`src/tcpoor_pkg.sv`:
```
// Shared types, codes and the sequence-compare helper for the range tracker.
package tcpoor_pkg;

  localparam logic [2:0] OUT_ADVANCED  = 3'd0;
  localparam logic [2:0] OUT_DUPLICATE = 3'd1;
  localparam logic [2:0] OUT_HELD      = 3'd2;
  localparam logic [2:0] OUT_EMPTY     = 3'd3;
  localparam logic [2:0] OUT_DROPPED   = 3'd4;

  localparam logic KIND_STATUS = 1'b0;
  localparam logic KIND_SACK   = 1'b1;

  localparam logic [1:0] REG_INIT_SEQ  = 2'd0;
  localparam logic [1:0] REG_SACK_LIM  = 2'd1;

  localparam logic [3:0] SACK_CAP = 4'd8;

  typedef struct packed {
    logic accept;
    logic setup;
    logic proc;
    logic tail;
    logic commit;
    logic stat;
    logic srd;
    logic semit;
  } cmd_t;

  typedef struct packed {
    logic skip;
    logic any_held;
    logic adv;
    logic last_entry;
    logic out_free;
    logic sack_none;
    logic sack_last;
  } sts_t;

  function automatic logic sq_lt(input logic [31:0] a, input logic [31:0] b);
    logic [31:0] d;
    d = a - b;
    return d[31];
  endfunction

endpackage

```
`src/tcpoor_ram.sv`:
```
// Generic one-write, one-read RAM with registered read data.
module tcpoor_ram #(
  parameter int Width = 64,
  parameter int Depth = 16
) (
  input  logic                     clk_i,
  input  logic                     we_i,
  input  logic [$clog2(Depth)-1:0] waddr_i,
  input  logic [Width-1:0]         wdata_i,
  input  logic [$clog2(Depth)-1:0] raddr_i,
  output logic [Width-1:0]         rdata_o
);
  logic [Width-1:0] mem_q [Depth];

  always_ff @(posedge clk_i) begin
    if (we_i) begin
      mem_q[waddr_i] <= wdata_i;
    end
    rdata_o <= mem_q[raddr_i];
  end
endmodule

```
`src/tcpoor_ctrl.sv`:
```
// Sequencing state machine: setup, table walk, commit, result emission.
module tcpoor_ctrl (
  input  logic               clk_i,
  input  logic               rst_ni,
  input  logic               in_valid_i,
  output logic               in_stall_o,
  input  tcpoor_pkg::sts_t   sts_i,
  output tcpoor_pkg::cmd_t   cmd_o
);
  typedef enum logic [8:0] {
    S_IDLE   = 9'b000000001,
    S_CHECK  = 9'b000000010,
    S_RD     = 9'b000000100,
    S_PROC   = 9'b000001000,
    S_TAIL   = 9'b000010000,
    S_COMMIT = 9'b000100000,
    S_STAT   = 9'b001000000,
    S_SRD    = 9'b010000000,
    S_SEMIT  = 9'b100000000
  } state_e;

  state_e state_q, state_d;

  assign in_stall_o = (state_q != S_IDLE);

  always_comb begin
    state_d = state_q;
    cmd_o   = '0;
    unique case (state_q)
      S_IDLE: begin
        if (in_valid_i) begin
          cmd_o.accept = 1'b1;
          state_d      = S_CHECK;
        end
      end
      S_CHECK: begin
        cmd_o.setup = 1'b1;
        if (sts_i.skip) state_d = S_STAT;
        else if (sts_i.any_held) state_d = S_RD;
        else state_d = S_TAIL;
      end
      S_RD: state_d = S_PROC;
      S_PROC: begin
        cmd_o.proc = 1'b1;
        if (sts_i.adv) state_d = sts_i.last_entry ? S_TAIL : S_RD;
      end
      S_TAIL: begin
        cmd_o.tail = 1'b1;
        state_d    = S_COMMIT;
      end
      S_COMMIT: begin
        cmd_o.commit = 1'b1;
        state_d      = S_STAT;
      end
      S_STAT: begin
        if (sts_i.out_free) begin
          cmd_o.stat = 1'b1;
          state_d    = sts_i.sack_none ? S_IDLE : S_SRD;
        end
      end
      S_SRD: begin
        cmd_o.srd = 1'b1;
        state_d   = S_SEMIT;
      end
      S_SEMIT: begin
        cmd_o.srd = 1'b1;
        if (sts_i.out_free) begin
          cmd_o.semit = 1'b1;
          state_d     = sts_i.sack_last ? S_IDLE : S_SRD;
        end
      end
      default: state_d = S_IDLE;
    endcase
  end

  always_ff @(posedge clk_i or negedge rst_ni) begin
    if (!rst_ni) begin
      state_q <= S_IDLE;
    end else begin
      state_q <= state_d;
    end
  end
endmodule

```
`src/tcpoor_dp.sv`:
```
// Datapath: frontier, counters, ping-pong range table, merge/drain and output register.
module tcpoor_dp #(
  parameter int MaxRanges = 8
) (
  input  logic              clk_i,
  input  logic              rst_ni,
  input  tcpoor_pkg::cmd_t  cmd_i,
  output tcpoor_pkg::sts_t  sts_o,
  input  logic [31:0]       segment_sequence_i,
  input  logic [15:0]       segment_length_i,
  input  logic              cfg_we_i,
  input  logic [1:0]        cfg_index_i,
  input  logic [31:0]       cfg_wdata_i,
  input  logic              out_stall_i,
  output logic              out_valid_o,
  output logic              item_kind_o,
  output logic [2:0]        outcome_o,
  output logic [31:0]       frontier_o,
  output logic [3:0]        held_count_o,
  output logic [31:0]       duplicate_total_o,
  output logic [31:0]       out_of_order_total_o,
  output logic [31:0]       block_start_o,
  output logic [31:0]       block_end_o,
  output logic              last_o
);
  localparam int IW = (MaxRanges > 1) ? $clog2(MaxRanges) : 1;
  localparam int CW = $clog2(MaxRanges + 1);
  localparam int NW = (CW > 4) ? CW : 4;
  localparam int AW = IW + 1;
  localparam logic [CW-1:0] MaxCnt = CW'(MaxRanges);

  logic [31:0]   seq_q, cs_q, cs_d, ce_q, ce_d, nf_q, nf_d, nexp_q, nexp_d;
  logic [15:0]   len_q;
  logic [31:0]   dup_q, dup_d, ooo_q, ooo_d;
  logic [CW-1:0] cnt_q, cnt_d, i_q, i_d, wcnt_q, wcnt_d, k_q, k_d, nblk, sidx;
  logic          bank_q, bank_d, placed_q, placed_d, drain_q, drain_d, full_q, full_d;
  logic [2:0]    outc_q, outc_d;
  logic [3:0]    lim_q, lim_d, lim_sat;
  logic [31:0]   rs, re, es, ee, ce_new, cs_trim;
  logic [63:0]   rdata;
  logic          emit, we, adv, below, above, free;
  logic [AW-1:0] raddr, waddr;

  // output register
  logic        ov_q, ov_d, kind_q, kind_d, last_q, last_d;
  logic [2:0]  oout_q, oout_d;
  logic [31:0] ofr_q, ofr_d, odup_q, odup_d, oooo_q, oooo_d, obs_q, obs_d, obe_q, obe_d;
  logic [3:0]  ohc_q, ohc_d;

  assign rs = rdata[63:32];
  assign re = rdata[31:0];
  assign sidx  = cnt_q - k_q;
  assign raddr = cmd_i.srd ? {bank_q, sidx[IW-1:0]} : {bank_q, i_q[IW-1:0]};
  assign waddr = {~bank_q, wcnt_q[IW-1:0]};

  tcpoor_ram #(.Width(64), .Depth(2 ** AW)) u_ram (
    .clk_i   (clk_i),
    .we_i    (we),
    .waddr_i (waddr),
    .wdata_i ({es, ee}),
    .raddr_i (raddr),
    .rdata_o (rdata)
  );

  assign ce_new  = seq_q + {16'd0, len_q};
  assign cs_trim = tcpoor_pkg::sq_lt(seq_q, nexp_q) ? nexp_q : seq_q;
  assign below   = tcpoor_pkg::sq_lt(re, cs_q);
  assign above   = tcpoor_pkg::sq_lt(ce_q, rs);
  assign lim_sat = (lim_q > tcpoor_pkg::SACK_CAP) ? tcpoor_pkg::SACK_CAP : lim_q;
  assign nblk    = (NW'(cnt_q) < NW'(lim_sat)) ? cnt_q : CW'(lim_sat);
  assign free    = !ov_q || !out_stall_i;

  always_comb begin
    emit = 1'b0;
    es   = cs_q;
    ee   = ce_q;
    adv  = 1'b0;
    cs_d = cs_q;
    ce_d = ce_q;
    placed_d = placed_q;
    if (cmd_i.proc) begin
      adv = 1'b1;
      if (below) begin
        emit = 1'b1; es = rs; ee = re;
      end else if (above) begin
        emit = 1'b1;
        if (!placed_q) begin
          placed_d = 1'b1;
          adv      = 1'b0;
        end else begin
          es = rs; ee = re;
        end
      end else begin
        if (tcpoor_pkg::sq_lt(rs, cs_q)) cs_d = rs;
        if (tcpoor_pkg::sq_lt(ce_q, re)) ce_d = re;
      end
    end
    if (cmd_i.tail && !placed_q) emit = 1'b1;
    if (cmd_i.setup) begin
      cs_d     = cs_trim;
      ce_d     = ce_new;
      placed_d = 1'b0;
    end
  end

  always_comb begin
    nf_d    = nf_q;
    drain_d = drain_q;
    full_d  = full_q;
    wcnt_d  = wcnt_q;
    we      = 1'b0;
    i_d     = adv ? i_q + CW'(1) : i_q;
    if (emit) begin
      if (drain_q && !tcpoor_pkg::sq_lt(nf_q, es)) begin
        if (tcpoor_pkg::sq_lt(nf_q, ee)) nf_d = ee;
      end else begin
        drain_d = 1'b0;
        if (wcnt_q == MaxCnt) begin
          full_d = 1'b1;
        end else begin
          we     = 1'b1;
          wcnt_d = wcnt_q + CW'(1);
        end
      end
    end
    if (cmd_i.setup) begin
      nf_d = nexp_q; drain_d = 1'b1; full_d = 1'b0; wcnt_d = '0; i_d = '0;
    end
  end

  always_comb begin
    nexp_d = nexp_q;
    cnt_d  = cnt_q;
    bank_d = bank_q;
    dup_d  = dup_q;
    ooo_d  = ooo_q;
    outc_d = outc_q;
    lim_d  = lim_q;
    k_d    = k_q;
    if (cmd_i.setup) begin
      if (len_q == 16'd0) begin
        outc_d = tcpoor_pkg::OUT_EMPTY;
      end else if (!tcpoor_pkg::sq_lt(nexp_q, ce_new)) begin
        outc_d = tcpoor_pkg::OUT_DUPLICATE;
        dup_d  = dup_q + 32'd1;
      end
    end
    if (cmd_i.commit) begin
      if (full_q) begin
        outc_d = tcpoor_pkg::OUT_DROPPED;
        ooo_d  = ooo_q + 32'd1;
      end else begin
        cnt_d  = wcnt_q;
        bank_d = ~bank_q;
        if (nf_q != nexp_q) begin
          nexp_d = nf_q;
          outc_d = tcpoor_pkg::OUT_ADVANCED;
        end else begin
          outc_d = tcpoor_pkg::OUT_HELD;
          ooo_d  = ooo_q + 32'd1;
        end
      end
    end
    if (cmd_i.stat) k_d = CW'(1);
    if (cmd_i.semit) k_d = k_q + CW'(1);
    if (cfg_we_i) begin
      unique case (cfg_index_i)
        tcpoor_pkg::REG_INIT_SEQ: begin
          nexp_d = cfg_wdata_i;
          cnt_d  = '0;
        end
        tcpoor_pkg::REG_SACK_LIM: lim_d = cfg_wdata_i[3:0];
        default: ;
      endcase
    end
  end

  always_comb begin
    ov_d = ov_q; kind_d = kind_q; last_d = last_q; oout_d = oout_q; ofr_d = ofr_q;
    odup_d = odup_q; oooo_d = oooo_q; obs_d = obs_q; obe_d = obe_q; ohc_d = ohc_q;
    if (ov_q && !out_stall_i) ov_d = 1'b0;
    if (cmd_i.stat || cmd_i.semit) begin
      ov_d   = 1'b1;
      oout_d = outc_q;
      ofr_d  = nexp_q;
      ohc_d  = 4'(cnt_q);
      odup_d = dup_q;
      oooo_d = ooo_q;
      if (cmd_i.stat) begin
        kind_d = tcpoor_pkg::KIND_STATUS;
        obs_d  = '0;
        obe_d  = '0;
        last_d = (nblk == '0);
      end else begin
        kind_d = tcpoor_pkg::KIND_SACK;
        obs_d  = rs;
        obe_d  = re;
        last_d = (k_q == nblk);
      end
    end
  end

  assign sts_o.skip       = (len_q == 16'd0) || !tcpoor_pkg::sq_lt(nexp_q, ce_new);
  assign sts_o.any_held   = (cnt_q != '0);
  assign sts_o.adv        = adv;
  assign sts_o.last_entry = (i_q + CW'(1) == cnt_q);
  assign sts_o.out_free   = free;
  assign sts_o.sack_none  = (nblk == '0);
  assign sts_o.sack_last  = (k_q == nblk);

  always_ff @(posedge clk_i) begin
    if (cmd_i.accept) begin
      seq_q <= segment_sequence_i;
      len_q <= segment_length_i;
    end
    cs_q <= cs_d; ce_q <= ce_d; nf_q <= nf_d;
    oout_q <= oout_d; ofr_q <= ofr_d; odup_q <= odup_d; oooo_q <= oooo_d;
    obs_q <= obs_d; obe_q <= obe_d; ohc_q <= ohc_d; kind_q <= kind_d; last_q <= last_d;
  end

  always_ff @(posedge clk_i or negedge rst_ni) begin
    if (!rst_ni) begin
      nexp_q <= '0; cnt_q <= '0; bank_q <= 1'b0; dup_q <= '0; ooo_q <= '0;
      outc_q <= tcpoor_pkg::OUT_ADVANCED; lim_q <= 4'd4; k_q <= '0; i_q <= '0;
      wcnt_q <= '0; placed_q <= 1'b0; drain_q <= 1'b0; full_q <= 1'b0; ov_q <= 1'b0;
    end else begin
      nexp_q <= nexp_d; cnt_q <= cnt_d; bank_q <= bank_d; dup_q <= dup_d; ooo_q <= ooo_d;
      outc_q <= outc_d; lim_q <= lim_d; k_q <= k_d; i_q <= i_d;
      wcnt_q <= wcnt_d; placed_q <= placed_d; drain_q <= drain_d; full_q <= full_d;
      ov_q <= ov_d;
    end
  end

  assign out_valid_o          = ov_q;
  assign item_kind_o          = kind_q;
  assign outcome_o            = oout_q;
  assign frontier_o           = ofr_q;
  assign held_count_o         = ohc_q;
  assign duplicate_total_o    = odup_q;
  assign out_of_order_total_o = oooo_q;
  assign block_start_o        = obs_q;
  assign block_end_o          = obe_q;
  assign last_o               = last_q;
endmodule

```
`src/tcp_out_of_order_range_tracker_top.sv`:
```
// Top level of the TCP out-of-order range tracker with SACK reporting.
//  channel | direction | handshake              | payload
//  in      | in        | in_valid_i/in_stall_o  | segment_sequence_i, segment_length_i
//  out     | out       | out_valid_o/out_stall_i| item_kind_o .. last_o
//  cfg     | in        | cfg_we_i               | cfg_index_i, cfg_wdata_i
// One segment at a time: the item is taken and checked, then each held range is read and
// merged in the walk (one more step when the new range is slotted in); tail and commit
// follow, then a status item and a read and emit per SACK block via the one read port.
// Empty and duplicate segments skip the walk and go straight to status.
// Reset empties the table and counters; no clearing pass is needed.
// Output stalls hold the block in its emit states; one result register decouples.
module tcp_out_of_order_range_tracker_top #(
  parameter int MaxRanges = 8
) (
  input  logic        clk_i,
  input  logic        rst_ni,
  input  logic        in_valid_i,
  output logic        in_stall_o,
  input  logic [31:0] segment_sequence_i,
  input  logic [15:0] segment_length_i,
  output logic        out_valid_o,
  input  logic        out_stall_i,
  output logic        item_kind_o,
  output logic [2:0]  outcome_o,
  output logic [31:0] frontier_o,
  output logic [3:0]  held_count_o,
  output logic [31:0] duplicate_total_o,
  output logic [31:0] out_of_order_total_o,
  output logic [31:0] block_start_o,
  output logic [31:0] block_end_o,
  output logic        last_o,
  input  logic        cfg_we_i,
  input  logic [1:0]  cfg_index_i,
  input  logic [31:0] cfg_wdata_i
);
  tcpoor_pkg::cmd_t cmd;
  tcpoor_pkg::sts_t sts;

  tcpoor_ctrl u_ctrl (
    .clk_i      (clk_i),
    .rst_ni     (rst_ni),
    .in_valid_i (in_valid_i),
    .in_stall_o (in_stall_o),
    .sts_i      (sts),
    .cmd_o      (cmd)
  );

  tcpoor_dp #(.MaxRanges(MaxRanges)) u_dp (
    .clk_i                (clk_i),
    .rst_ni               (rst_ni),
    .cmd_i                (cmd),
    .sts_o                (sts),
    .segment_sequence_i   (segment_sequence_i),
    .segment_length_i     (segment_length_i),
    .cfg_we_i             (cfg_we_i),
    .cfg_index_i          (cfg_index_i),
    .cfg_wdata_i          (cfg_wdata_i),
    .out_stall_i          (out_stall_i),
    .out_valid_o          (out_valid_o),
    .item_kind_o          (item_kind_o),
    .outcome_o            (outcome_o),
    .frontier_o           (frontier_o),
    .held_count_o         (held_count_o),
    .duplicate_total_o    (duplicate_total_o),
    .out_of_order_total_o (out_of_order_total_o),
    .block_start_o        (block_start_o),
    .block_end_o          (block_end_o),
    .last_o               (last_o)
  );

`ifndef ASSERT_OFF
  a_status_zero: assert property (@(posedge clk_i) disable iff (!rst_ni)
    (out_valid_o && item_kind_o == tcpoor_pkg::KIND_STATUS)
      |-> (block_start_o == 32'd0 && block_end_o == 32'd0))
    else $error("status item carries a block");
  a_sack_held: assert property (@(posedge clk_i) disable iff (!rst_ni)
    (out_valid_o && item_kind_o == tcpoor_pkg::KIND_SACK) |-> (held_count_o != 4'd0))
    else $error("sack item with empty table");
  a_busy_no_accept: assert property (@(posedge clk_i) disable iff (!rst_ni)
    (in_valid_i && !in_stall_o) |=> in_stall_o)
    else $error("accepted item did not start processing");
`endif
endmodule
```
`config.mk`:
```
export PLATFORM = sky130hd
export DESIGN_NAME = tcp_out_of_order_range_tracker_top
export DESIGN_NICKNAME = d
export VERILOG_FILES = /design/src/tcpoor_pkg.sv /design/src/tcpoor_ram.sv /design/src/tcpoor_ctrl.sv /design/src/tcpoor_dp.sv /design/src/tcp_out_of_order_range_tracker_top.sv
export SDC_FILE = /design/constraint.sdc
export NUM_CORES = 2
export LEC_CHECK = 0
export BUFFER_PORTS_ARGS = -buffer_cell sky130_fd_sc_hd__clkbuf_2
export CAP_MARGIN = 15
export CORE_MARGIN = 2
export CORE_UTILIZATION = 58
export DETAILED_ROUTE_END_ITERATION = 7
export HOLD_SLACK_MARGIN = 0.08
export PLACE_DENSITY = 0.81
export SYNTH_ARGS = -nofsm -noshare
export SYNTH_HDL_FRONTEND = slang
export SYNTH_SLANG_ARGS = --single-unit
```
`constraint.sdc`:
```
create_clock -name clk_i -period 15.4 [get_ports clk_i]
set_input_delay 0.77 -clock clk_i [delete_from_list [all_inputs] [get_ports clk_i]]
set_output_delay 0.77 -clock clk_i [all_outputs]
set_load 0.02 [all_outputs]
```
# [Word level (Yosys, flattened, before mapping)]
# Memory sizes are Yosys's and may differ from the RTL's. A register that Yosys moved wholly into a read port is not among the register bits.
# Cells that the tools add are included.
[word_totals] register_bits=446 latch_bits=0 ram_bits=1024 rom_bits=0 in_bits=87 out_inout_bits=171 elab_cells=216 mem_count=1
[mem_list] memory="u_dp.u_ram.mem_q" depth=16 word_bits=64 read_ports=1 rd_ports_with_merged_regs=1 write_ports=1 line="tcpoor_ram.sv:13" source="logic [Width-1:0] mem_q [Depth];"
[classes] add_sub_neg=15 n_mul=0 div=0 order_cmp=2 n_eq_ne=25 shifts=0 muxes=99 bitwise_logic=4 n_reduce_logical=41
[op_table] op="$mux 32" count=30
[op_table] op="$sub 32x32->32" count=8
[op_table] op="$pmux 9 s9" count=1
[op_table] op="$add 32x1->32 const B" count=2
[op_table] op="$mux 4" count=14
[op_table] op="$mux 1" count=38
[op_table] op="$mux 9" count=4
[op_table] op="$add 32x16->32" count=1
[op_table] op="$ne 32x32->1" count=1
[op_table] op="$reduce_bool 2->1" count=12
[op_table] op="$mux 3" count=6
[op_table] op="$logic_not 16->1" count=1
[op_table] op="$mux 8" count=2
[op_table] op="$reduce_and 3->1" count=5
[op_table] op="$add 4x1->4 const B" count=3
[op_table] op="$reduce_and 4->1" count=3
[op_table] op="$mux 5" count=2
[op_table] op="$ne 2x2->1 const B" count=5
[op_table] op="$reduce_and 2->1" count=5
[op_table] op="$eq 9x1->1 const B" count=1
[op_table] op="$eq 9x2->1 const B" count=1
[op_table] op="$eq 9x3->1 const B" count=1
[op_table] op="$eq 9x4->1 const B" count=1
[op_table] op="$eq 9x5->1 const B" count=1
[op_table] op="23 further kinds" count=38

# [Logic depth before layout (Yosys ltp)]
[depth] depth_word=11 mapped_depth=28 mapped_depth_nobuf=27

# [Cells and area by module]
# A second synthesis with hierarchy kept.
[unflattened] hier_cells=4250 area_unflattened_um2=66596.4
[modules_own_cells] mod="tcpoor_ram" n_inst=1 cells_each=1647 area_per_inst_um2=39581.7
[modules_own_cells] mod="tcpoor_dp" n_inst=1 cells_each=2512 area_per_inst_um2=26270.2
[modules_own_cells] mod="tcpoor_ctrl" n_inst=1 cells_each=91 area_per_inst_um2=744.5

# [Worst setup path before layout]
# OpenSTA, ideal clock, no wires.
[synth_path] kind="reg-to-reg" from="register u_dp.cs_q[22]" to="memory u_dp.u_ram.mem_q[11][0], enable pin" arrival_time_ps=10258 required_ps=14822 slack_ps=4564 path_stages_with_launch=25 synth_period_minus_slack_ps=10836 cell_sequence="edfxtp_1 -> inv_1 -> ha_1 -> nand4_1 -> or4_1 -> a31o_1 -> nand4_1 -> o221ai_2 -> xnor2_1 -> a21o_1 -> buf_2 -> clkbuf_1 -> o21ai_0 -> inv_1 -> ha_1 -> nand4_1 -> or3_1 -> nor2_1 -> nand3_1 -> or4_1 -> o311a_4 -> xnor2_2 -> a211oi_2 -> buf_4 -> nor3b_1"
[synth_lines] item="from (decl)" line="tcpoor_dp.sv:32" source="logic [31:0] seq_q, cs_q, cs_d, ce_q, ce_d, nf_q, nf_d, nexp_q, nexp_d;"
[synth_lines] item="from (signal assigned)" line="tcpoor_dp.sv:216" source="cs_q <= cs_d; ce_q <= ce_d; nf_q <= nf_d;"
[synth_lines] item="$sub 32x32->32" line="tcpoor_pkg.sv:41" source="d = a - b;"
[synth_lines] item="$mux 32" line="tcpoor_dp.sv:83" source="if (below) begin"
[synth_lines] item="$mux 32" line="tcpoor_dp.sv:81" source="if (cmd_i.proc) begin"
[synth_lines] item="net u_dp.es[28]" line="tcpoor_dp.sv:39" source="logic [31:0] rs, re, es, ee, ce_new, cs_trim;"
[synth_lines] item="$sub 32x32->32" line="tcpoor_pkg.sv:41"
[synth_lines] item="$logic_not 1->1" line="tcpoor_dp.sv:114" source="if (drain_q && !tcpoor_pkg::sq_lt(nf_q, es)) begin"
[synth_lines] item="$logic_and 1x1->1" line="tcpoor_dp.sv:114"
[synth_lines] item="$mux 1" line="tcpoor_dp.sv:114"
[synth_lines] item="$mux 1" line="tcpoor_dp.sv:113" source="if (emit) begin"
[synth_lines] item="$mux 1" line="tcpoor_ram.sv:16" source="if (we_i) begin"
[synth_lines] item="$mux 1 (not written as such)" line="tcpoor_ram.sv:17" source="mem_q[waddr_i] <= wdata_i;"
[synth_lines] item="to (decl)" line="tcpoor_ram.sv:13"
# The timed path passes the listed nets, and every way through them passes these cells.

# [Worst setup path after layout]
[layout_path] from="register u_dp.cs_q[22]" to="memory u_dp.u_ram.mem_q[8][20], enable pin"
# Same word-level chain as after synthesis.

==> run summary <==
Post-synth EDFFs: 1,337
Drt first pass iters: 6
Post-CTS Hold Fix Bufs: 0
Status: finished, final reports clean
Arrival time worst endpoint: 9.52 ns
WL final: 184,800 um
Largest net degree at the start of global routing: 155
Count leader, synth: edfxtp_1
GRT overflow: 0
Max Cap Viol: 0
Reg2Reg Depth: 26
Warnings, synthesis: 0
Worst R2R End: u_dp.u_ram.mem_q[8][20]$_DFFE_PP_
Clk slew on worst S/H paths: 0.06 ns
Clk Latency, worst-skew pair: 0.80 ns
R2R Setup Slk: 6.27 ns
Sequential share of the synthesized area: 0.6837
Via count: 38,530
Hold Crit Class: in2async
Post-CTS Setup Bufs: 0
Tcrit/Tclk final: 0.5926
Final setup viols: 0
Post-synth top area cell: edfxtp_1
Synth top area share: 0.6132
H-Tree Depth: 4
Worst-path fanout max: 65
Layout cells sized above 1: 0.2153
RSZ-0062 raised after global routing: no
Period minus WS final: 9.126 ns
Core area: 112,200 um^2
Initial core utilization: 0.5835
TritonCTS clock tree: yes
ANT nets after route: 0
Fin. Hold Viols: 0
CP dominant cell by count: buf_4
CTS Buf Count: 150
Final worst slack: 6.274 ns
Slew Viols, Final: 0
Clock Sinks: 1,534
Avg Inst Size Synth: 16.80 um^2
Synth top cells by count: edfxtp_1, mux4_2, ha_1, nand2_1, inv_1
Detailed placement HPWL: 115,000 um
Post-synth top flop: edfxtp_1
Die width: 340.0 um
Final nets: 4,596
Avg WL per Cell: 31.49 um
Worst Path Required: 15.79 ns
Max reg flops: 1,024
RR Startpoint: u_dp.cs_q[22]$_DFFE_PP_
Peak supply drop: 0.1170 mV
Slew headroom: 0.1525
Placed cell count: 5,584
Fin Hold WS: 0.08789 ns
Delay of the slowest critical-path stage: 0.97 ns
First-pass GRT wire length: 267,000 um
Die Height: 340.0 um
Reg with most FFs: u_dp.u_ram.mem_q
I/O pins: 258
Asr flop ratio synth: 0.08670
Crit path capture type: register
P_leak: 27.60 nW
Post-cts sizing count: 0
Layout Cells excl Fill: 5,869
Crit-path slowest cell: nor3b_4
Port-buffer cells: 257
Power density over the cells: 149.5 nW/um^2
Crit Path Category: reg2reg
Setup TNS: 0 ns
CTS Buffer Depth: 3
Number of global-route vias before repair: 38,140
Post-Syn Nets: 4,253
DP Worst Slack: 6.119 ns
Regs by FF count: u_dp.u_ram.mem_q: 1024 flops, u_dp.u_ram.rdata_o: 64 flops
Worst Skew: 0.06270 ns
Worst-margin pin slew: 1.271 ns
Synthesis-to-layout area growth: 12.96%
Core Rows: 123
Initial antenna violation count: 15
DRC viols: 0
# fillers: 7,203
Register bit total from synthesis: 1,534
CTS root buf: clkbuf_16
F_max: 109.6 MHz
Routability cong.: 0.9731
Initial detailed-routing violation count: 4,901
Worst setup SP type: register
Vias per inst: 6.564
GRT Util Overall: 0.3213
Largest cells by area after synthesis: edfxtp_1, mux4_2, ha_1, dfrtp_1, dfxtp_1
Die area: 115,600 um^2
Synth unique cells: 79
Synthesized instance count: 3,896
Cell area after synthesis: 65,470 um^2
==> layout make-up <==
type                            instances  area, um^2  area share
Antenna cell                            4       10.01   0.0001354
Clock buffer                          194        4060     0.05490
Clock inverter                         84        1051     0.01421
Inverter                              221       837.1     0.01132
Multi-Input combinational cell       1997       19450      0.2630
Sequential cell                      1534       44760      0.6053
Tap cell                             1500        1877     0.02538
Timing Repair Buffer                  335        1903     0.02573
==> stage by stage <==
| stage | power, W | utilization | area (um^2) |
|---|---|---|---|
| 2_1_floorplan | 0.006413 | - | 65470 |
| 3_3_place_gp | 0.007215 | 0.6133 | 68810 |
| 3_5_place_dp | 0.007260 | 0.6133 | 68810 |
| 4_1_cts | 0.01103 | 0.6589 | 73920 |
| 5_1_grt | 0.01142 | 0.6591 | 73940 |
| 6_report | 0.01106 | 0.6592 | 73950 |
==> how the worst max path moves through the flow <==
stage,startpoint,to,slack [ns]
final,u_dp.cs_q[22]$_DFFE_PP_,u_dp.u_ram.mem_q[8][20]$_DFFE_PP_,6.27
after global routing,u_dp.u_ram.rdata_o[37]$_DFF_P_,u_dp.u_ram.mem_q[8][9]$_DFFE_PP_,5.88
after CTS,u_dp.cs_q[22]$_DFFE_PP_,u_dp.u_ram.mem_q[8][9]$_DFFE_PP_,5.97
after detailed placement,u_dp.cs_q[22]$_DFFE_PP_,u_dp.u_ram.mem_q[8][7]$_DFFE_PP_,6.12
after global placement,u_dp.cs_q[22]$_DFFE_PP_,u_dp.u_ram.mem_q[8][6]$_DFFE_PP_,6.42
after floorplan,u_dp.cs_q[22]$_DFFE_PP_,u_dp.u_ram.mem_q[11][0]$_DFFE_PP_,4.56
==> per-layer routing <==
metal | share of wire | track usage
met3 | 0.13 | 0.1017
met2 | 0.46 | 0.4852
met5 | 0.00046 | 0
met1 | 0.37 | 0.4387
met4 | 0.042 | 0.1295
==> cell families after synthesis <==
group,count (synthesis),synth area share
buf+inv,365,0.02269
mux,435,0.1278
flops,1534,0.6837
compound gates,517,0.04636
fa+ha+maj,270,0.05183
simple gates,619,0.04652
xor+xnor,156,0.02110
==> where the power goes <==
group,internal [W],leakage [nW],switching (W)
clock network,0.00212,2.47,0.00167
logic,0.000701,10.6,0.00142
registers,0.00491,14.5,0.000230
==> critical path, delay by kind of cell (launching register included) <==
family | cells | cell delay [ns]
compound gates | 5 | 1.11
buf+inv | 6 | 2.15
xor+xnor | 2 | 0.54
fa+ha+maj | 2 | 0.62
simple gates | 11 | 3.90
flops | 1 | 0.32
==> cell usage in the layout (no fill, tap or decap), drive strengths merged, types with 8 or more instances in the layout <==
cell       n
mux2i    107
mux4     320
nand2    225
xnor2     84
and3      26
nand3     41
buf       79
edfxtp  1337
nor3      33
a211oi    14
xor2      72
ha       268
dfxtp     64
inv      228
nor4      25
nand4     51
nand2b    27
nor2     119
o21ai    192
bufinv    13
mux2       8
a21o      63
nor2b     24
clkbuf   450
dfrtp    131
a21oi    174
o21a      13
nor3b     12
clkinv    59
Power figures use the tool's default switching activity.
